`src/rtl/core/asa_pkg.sv`:
```
// Shared types, widths and the arctangent table for the arc sweep angle pipeline.
package asa_pkg;

  localparam int CoordW    = 32;
  localparam int DiffW     = 33;
  localparam int MagW      = 32;
  localparam int ProdW     = 64;
  localparam int SumW      = 67;
  localparam int NormBits  = 40;
  localparam int LenW      = 7;
  localparam int ChunkW    = 16;
  localparam int Chunks    = 5;
  localparam int ClenW     = 5;
  localparam int XyW       = 44;
  localparam int ZW        = 34;
  localparam int AtanW     = 32;
  localparam int TableLen  = 24;
  localparam int ClampW    = 31;
  localparam int AngW      = 32;
  localparam int AdjW      = 33;
  localparam int TurnW     = 16;

  localparam logic [ClampW-1:0] QuarterTurn = ClampW'(64'h4000_0000);
  localparam logic [AngW-1:0]   HalfTurn    = AngW'(64'h8000_0000);
  localparam logic [AdjW-1:0]   FullTurn    = AdjW'(64'h1_0000_0000);
  localparam logic [AdjW-1:0]   RoundHalf   = AdjW'(64'h8000);

  typedef struct packed {
    logic degen;
    logic cw;
    logic dot_neg;
    logic cross_nz;
    logic cross_neg;
  } tag_t;

  function automatic logic [AtanW-1:0] atan_turns(input int unsigned idx);
    logic [AtanW-1:0] a;
    case (idx)
      0:       a = 32'd536870912;
      1:       a = 32'd316933406;
      2:       a = 32'd167458907;
      3:       a = 32'd85004756;
      4:       a = 32'd42667331;
      5:       a = 32'd21354465;
      6:       a = 32'd10679838;
      7:       a = 32'd5340245;
      8:       a = 32'd2670163;
      9:       a = 32'd1335087;
      10:      a = 32'd667544;
      11:      a = 32'd333772;
      12:      a = 32'd166886;
      13:      a = 32'd83443;
      14:      a = 32'd41722;
      15:      a = 32'd20861;
      16:      a = 32'd10430;
      17:      a = 32'd5215;
      18:      a = 32'd2608;
      19:      a = 32'd1304;
      20:      a = 32'd652;
      21:      a = 32'd326;
      22:      a = 32'd163;
      23:      a = 32'd81;
      default: a = '0;
    endcase
    return a;
  endfunction

endpackage

```
`src/rtl/core/asa_fin.sv`:
```
// Clamp, quadrant and direction fold, and rounding to 1/65536 turn (four stages).
module asa_fin (
  input  logic                              clk,
  input  logic                              rst,
  input  logic                              in_valid,
  input  asa_pkg::tag_t                     in_tag,
  input  logic signed [asa_pkg::ZW-1:0]     z,
  output logic                              done,
  output logic [asa_pkg::TurnW-1:0]         sweep_turns,
  output logic                              degenerate
);
  import asa_pkg::*;

  logic              v1, v2, v3, v4;
  tag_t              tag1, tag2, tag3;
  logic [ClampW-1:0] zc1;
  logic [AngW-1:0]   a2;
  logic [AdjW-1:0]   g3, r_next;
  logic [TurnW-1:0]  turns4;
  logic              degen4;

  assign r_next = g3 + RoundHalf;

  always_ff @(posedge clk) begin
    if (rst) begin
      v1 <= 1'b0;
      v2 <= 1'b0;
      v3 <= 1'b0;
      v4 <= 1'b0;
    end else begin
      v1 <= in_valid;
      v2 <= v1;
      v3 <= v2;
      v4 <= v3;
    end

    if (z[ZW-1]) begin
      zc1 <= '0;
    end else if (z > ZW'(QuarterTurn)) begin
      zc1 <= QuarterTurn;
    end else begin
      zc1 <= z[ClampW-1:0];
    end
    tag1 <= in_tag;

    a2   <= tag1.dot_neg ? HalfTurn - AngW'(zc1) : AngW'(zc1);
    tag2 <= tag1;

    g3   <= (tag2.cross_nz && (tag2.cross_neg == tag2.cw)) ?
            FullTurn - AdjW'(a2) : AdjW'(a2);
    tag3 <= tag2;

    turns4 <= tag3.degen ? '0 : r_next[TurnW +: TurnW];
    degen4 <= tag3.degen;
  end

  assign done        = v4;
  assign sweep_turns = turns4;
  assign degenerate  = degen4;

endmodule

```
`config.mk`:
```
export PLATFORM = sky130hd
export DESIGN_NAME = asa_fin
export DESIGN_NICKNAME = d
export VERILOG_FILES = /design/src/rtl/core/asa_pkg.sv /design/src/rtl/core/asa_fin.sv
export SDC_FILE = /design/constraint.sdc
export NUM_CORES = 1
export LEC_CHECK = 0
export BUFFER_PORTS_ARGS = -buffer_cell sky130_fd_sc_hd__buf_2
export CORE_ASPECT_RATIO = 0.6
export CORE_MARGIN = 4
export CORE_UTILIZATION = 40
export DETAILED_ROUTE_END_ITERATION = 10
export PLACE_DENSITY = 0.56
export SLEW_MARGIN = 15
export SYNTH_ARGS = -nofsm -noshare
export SYNTH_HDL_FRONTEND = slang
export SYNTH_SLANG_ARGS = --single-unit
```
`constraint.sdc`:
```
create_clock -name clk -period 3.7 [get_ports clk]
set_input_delay 0.925 -clock clk [delete_from_list [all_inputs] [get_ports clk]]
set_output_delay 0.925 -clock clk [all_outputs]
set_load 0.02 [all_outputs]
```
==> reports/results.tsv, run 1 <==
metric	value	unit
grt_usage	14.9	%
die_h	87.0	um
arrival	2.50	ns
setup_viol	0	
grt_pass1_wl	14.3	mm
syn_to_final_growth	15.8	%
p_per_area	549	nW/um2
critical-path-top-delay-family	simple AND/OR/NAND/NOR gates	
chipWidth	140	um
cts_hold_buffers	0	
gp_congestion	0.795	
io_pins	60	
critPathKind	primary input to register	
cts_repair_resize_count	0	
synthTopCellsByArea	dfxtp_1, xnor2_1, nor3b_1	
fin_crit_sh	61.1	%
hold_viol	0	
first_pass_iters	4	
drtIter0Drc	126	
min_period	2.26	ns
netlist_instances	385	
synth_cell_types	41	
clock-root-buffer	clkbuf_16	
status	finished clean	
clock-sinks	111	
peakVddDrop	0.255	mV
die-area	12100	um2
synth-warning-count	0	
viasPerCell	4.99	
drv_slew	0	
async_flop_share	0	%
cts_setup_buffers	0	
routed-via-count	2895	
drt-wirelength-per-cell	14.8	um
grt-ovfl-total	0	
min_path_type	register to register	
tns	0	ns
antenna_found_initial	0	
synth_edf_count	0	
synth_seq_cells	111	
syn-cell-area	4160	um2
worst_pin_slew	1.11	ns
h-tree-depth	3	
wl	8.59	mm
critPathMaxStageDelay	0.59	ns
crit_chain	buf_2 -> nor4_1 -> nand4_1 -> o22a_1 -> nor3b_1	
drive_above_1_share	20.7	%
yosysMostFrequentCell	dfxtp_1	
final_nets	484	
setup_ws	1.44	ns
grt_pass1_vias	2784	
syn-num-nets	429	
drc_errors	0	
synth.top_cell.area_share	53.5	%
path_clk_slew	0.07	ns
ys_seq_area_share	53.5	%
cpMaxStageDelayCell	o22a_1	
slew_headroom	25.7	%
antenna_cells	0	
max-cap-violations	0	
crit_path_start_kind	primary input	
grt_max_degree	33	
pre_cts_slack	1.10	ns
coreArea	9980	um2
synth_area_per_cell	10.8	um2
worst_setup_path_end_kind	register	
critPathBufInv	1	
antenna_left	0	
cts.path.max_buffers	2	
clk_latency	0.34	ns
leakage	1.83	nW
skew	0.00516	ns
crit_fanout	30	
tritoncts	built	
max_freq	442	MHz
initial_utilization	41.6	%
yosysTopAreaCell	dfxtp_1	
synth_flop_cell	dfxtp_1	
port_buffers	59	
rsz0062_at_grt	false	
cp_data_required_time	3.93	ns
ys_top_cells_by_count	dfxtp_1, xnor2_1, nor3b_1	
dp_hpwl	6.68	mm
rows	28	
numCtsBuffers	9	
per-layer routing:
layer	GRT usage (%)	share of wire, %	up-vias
li1	-	-	1483
met1	22.9	56	1351
met2	20.2	39	57
met3	4.11	4.3	4
met4	4.22	0.50	0
met5	0	0	-
cells by family after synthesis:
group | synth area share [%]
DFF | 53.5
adders and majority gates | 0.602
muxes | 0.813
xor gates and xnor gates | 12.2
buffers and inverters | 1.93
and+or+nand+nor | 22.3
AOI/OAI and AO/OA | 8.61
per-stage QoR:
step	area [um2]	std cells	utilization [%]	hold slack (ns)	power [mW]
6_report	4810	580	48.2	0.327	2.64
5_1_grt	4810	580	48.2	0.339	2.78
4_1_cts	4810	580	48.2	0.329	2.67
3_5_place_dp	4550	564	45.6	0.312	1.82
3_3_place_gp	4550	564	45.6	0.310	1.81
2_1_floorplan	4160	385	-	0.310	1.70
worst register-to-register path, stage by stage (launching register included):
cell	delay, ns
dfxtp_1	0.37
nor4_4	0.35
nand4_2	0.42
o41ai_1	0.53
xnor2_1	0.23
final timing paths:
| path | start | end | slack (ns) | cells after the start |
|---|---|---|---|---|
| hold / removal | tag1[3] | tag2[3] | 0.33 | 0 |
| hold reg to reg | tag1[3] | tag2[3] | 0.33 | 0 |
| setup / recovery | z[15] | zc1[16] | 1.44 | 5 |
| setup reg to reg | zc1[7] | a2[28] | 1.67 | 4 |
placed cells by master (no fill, tap or decap), types with 11 or more instances in the layout:
cell type / Yosys / final
nand2_1: 16 / 16
nor3b_1: 30 / 30
xnor2_1: 50 / 50
nor4_1: 14 / 14
o21ai_0: 14 / 14
nor2_1: 24 / 24
nand3_1: 11 / 11
buf_2: 1 / 59
o31ai_1: 17 / 17
dfxtp_1: 111 / 111
registers in the layout, indices dropped and copies added, names as in the netlist:
register,flops
tag2,4
tag3,1
sweep_turns,16
g3,17
done,1
degenerate,1
tag1,5
v3,1
a2,32
zc1,31
v1,1
v2,1
power by group:
part           switching (mW)  internal (mW)
clock network           0.400          0.454
registers              0.0937           1.32
logic                   0.206          0.174
total                   0.699           1.94
area by class of cell:
| class | instances | area, um2 |
|---|---|---|
| fill | 947 | 5170 |
| sequential | 111 | 2220 |
| multi-input combinational | 255 | 1850 |
| timing repair buffer | 59 | 295 |
| clock buffer | 12 | 236 |
| tap | 135 | 169 |
| clock inverter | 4 | 22.5 |
| inverter | 4 | 15.0 |
(Power assumes the default switching activity.)
==> run 2: changes to the inputs <==
--- a/config.mk
+++ b/config.mk
@@ -10,7 +10,7 @@
 export CORE_MARGIN = 4
 export CORE_UTILIZATION = 40
 export DETAILED_ROUTE_END_ITERATION = 10
-export PLACE_DENSITY = 0.56
+export PLACE_DENSITY = 0.58
 export SLEW_MARGIN = 15
 export SYNTH_ARGS = -nofsm -noshare
 export SYNTH_HDL_FRONTEND = slang
==> constraint.sdc (replaced) <==
create_clock -name clk -period 1.8 [get_ports clk]
set_input_delay 0.45 -clock clk [delete_from_list [all_inputs] [get_ports clk]]
set_output_delay 0.45 -clock clk [all_outputs]
set_load 0.02 [all_outputs]
==> run 2 against run 1 <==
  * Via count is 4.2% higher
  * Count of clock-buffer cells in the layout is 3 lower
  * Hold slack worse by 0.13 ns
  * Critical path type is now register to register
  * Largest cell class unchanged
  * Combinational power is 140% higher
  * Critical path depth is 1 higher
  * Die area stayed put
  * Cell count is 5.5% higher
  * Sequential cell count stayed put
  * First-iteration DRC count is 57% higher
==> reports/results.tsv, run 2 (synthesized netlist as in run 1, its figures left out) <==
metric	value	unit
final_common_cell	dfxtp_1	
syn_to_final_growth	23.7	%
critPathBufInv	2	
fin_crit_sh	98.3	%
dp_cells	596	
p_per_area	1120	nW/um2
cts.path.max_buffers	2	
grt_pass1_wl	14.6	mm
cp_data_required_time	2.07	ns
numCtsBuffers	9	
cpMostUsedCell	buf_4	
final_cells	612	
final_nets	516	
path_clk_slew	0.07	ns
status	finished clean	
clock-sinks	111	
grt-ovfl-total	0	
initial_utilization	41.6	%
leakage	2.02	nW
cts_hold_buffers	0	
slew_headroom	57.7	%
crit_chain	nor4_4 -> buf_4 -> nand4b_1 -> o41ai_2 -> buf_4 -> xnor2_1	
fillers	914	
cp.depth	6	
die_h	87.0	um
clock-root-buffer	clkbuf_16	
hold_path_depth	1	
worst_setup_path_end_kind	register	
min_period	1.77	ns
tns	0	ns
top_regs	a2: 32 flops, zc1: 31 flops, g3: 17 flops	
grt_usage	15.2	%
layout_common_cells	dfxtp_1, buf_2, xnor2_1	
io_pins	60	
max_freq	565	MHz
first_pass_iters	4	
regMostFlops	a2	
critPathMaxStageDelay	0.34	ns
min_path_type	primary input to register	
crit_path_start_kind	register	
peakVddDrop	0.577	mV
drtIter0Drc	198	
routed-via-count	3018	
critical-path-top-delay-family	simple AND/OR/NAND/NOR gates	
drv_slew	0	
coreArea	9980	um2
drive_above_1_share	27.3	%
port_buffers	59	
antenna_found_initial	0	
wl	8.72	mm
clk_latency	0.35	ns
power.total	5.78	mW
chipWidth	140	um
die-area	12100	um2
grt_max_degree	31	
worst_pin_slew	0.633	ns
antenna_cells	0	
arrival	2.04	ns
grt_pass1_vias	2924	
h-tree-depth	3	
cpMaxStageDelayCell	dfxtp_1	
hold_viol	0	
skew	0.00784	ns
largest_reg_flops	32	
rows	28	
drc_errors	0	
setup_viol	0	
crit_fanout	5	
dp_hpwl	6.72	mm
gp_congestion	0.803	
fin_util	51.5	%
max-cap-violations	0	
worstRegToRegCells	6	
antenna_left	0	
tritoncts	built	
viasPerCell	4.93	
critPathKind	register to register	
drt-wirelength-per-cell	14.2	um
==> run 2: cell type report <==
type	count	area, um2	share of cell area [%]
clock buffer	9	225	4.38
sequential	111	2220	43.2
tap	135	169	3.29
multi-input combinational	255	1880	36.6
timing repair buffer	91	548	10.7
inverter	4	15.0	0.292
clock inverter	7	81.3	1.58
==> run 2: per-layer routing <==
metal	GRT usage [%]	wire (um)
met2	19.8	3260
met4	5.54	83
met1	23.1	4900
met3	4.66	474
met5	0	0
==> run 2: worst register-to-register path: cells and delay by family (launching register included) <==
kind | cells | cell delay [ns]
and+or+nand+nor | 2 | 0.58
DFF | 1 | 0.34
buffers and inverters | 2 | 0.33
AOI/OAI and AO/OA | 1 | 0.33
xor gates and xnor gates | 1 | 0.11
==> run 2: per-stage QoR <==
| step | hold slack (ns) | worst slack, ns | instance area, um2 |
|---|---|---|---|
| 4_1_cts | 0.187 | 0.0526 | 5110 |
| 2_1_floorplan | 0.310 | 0.247 | 4160 |
| 5_1_grt | 0.181 | -0.0325 | 5140 |
| 6_report | 0.201 | 0.0307 | 5140 |
| 3_5_place_dp | 0.312 | -0.0715 | 4810 |
| 3_3_place_gp | 0.311 | 0.00653 | 4810 |
==> run 2: final timing paths <==
check | startpoint | endpoint | slack [ns]
worst min-delay path | in_tag[4] | tag1[4] | 0.20
worst min register to register | tag1[4] | tag2[4] | 0.33
worst max register to register | zc1[8] | a2[20] | 0.03
worst max-delay path | zc1[8] | a2[20] | 0.03
==> run 2: power by group <==
part           switching, mW  internal [mW]
Clock                  0.900           1.10
Sequential             0.175           2.70
Combinational          0.459          0.443
==> run 2: what timing repair did <==
action,CTS,global route
hold endpoints to repair,0,0
gates resized for setup,0,4
setup buffers,0,0
setup endpoints to repair,0,3
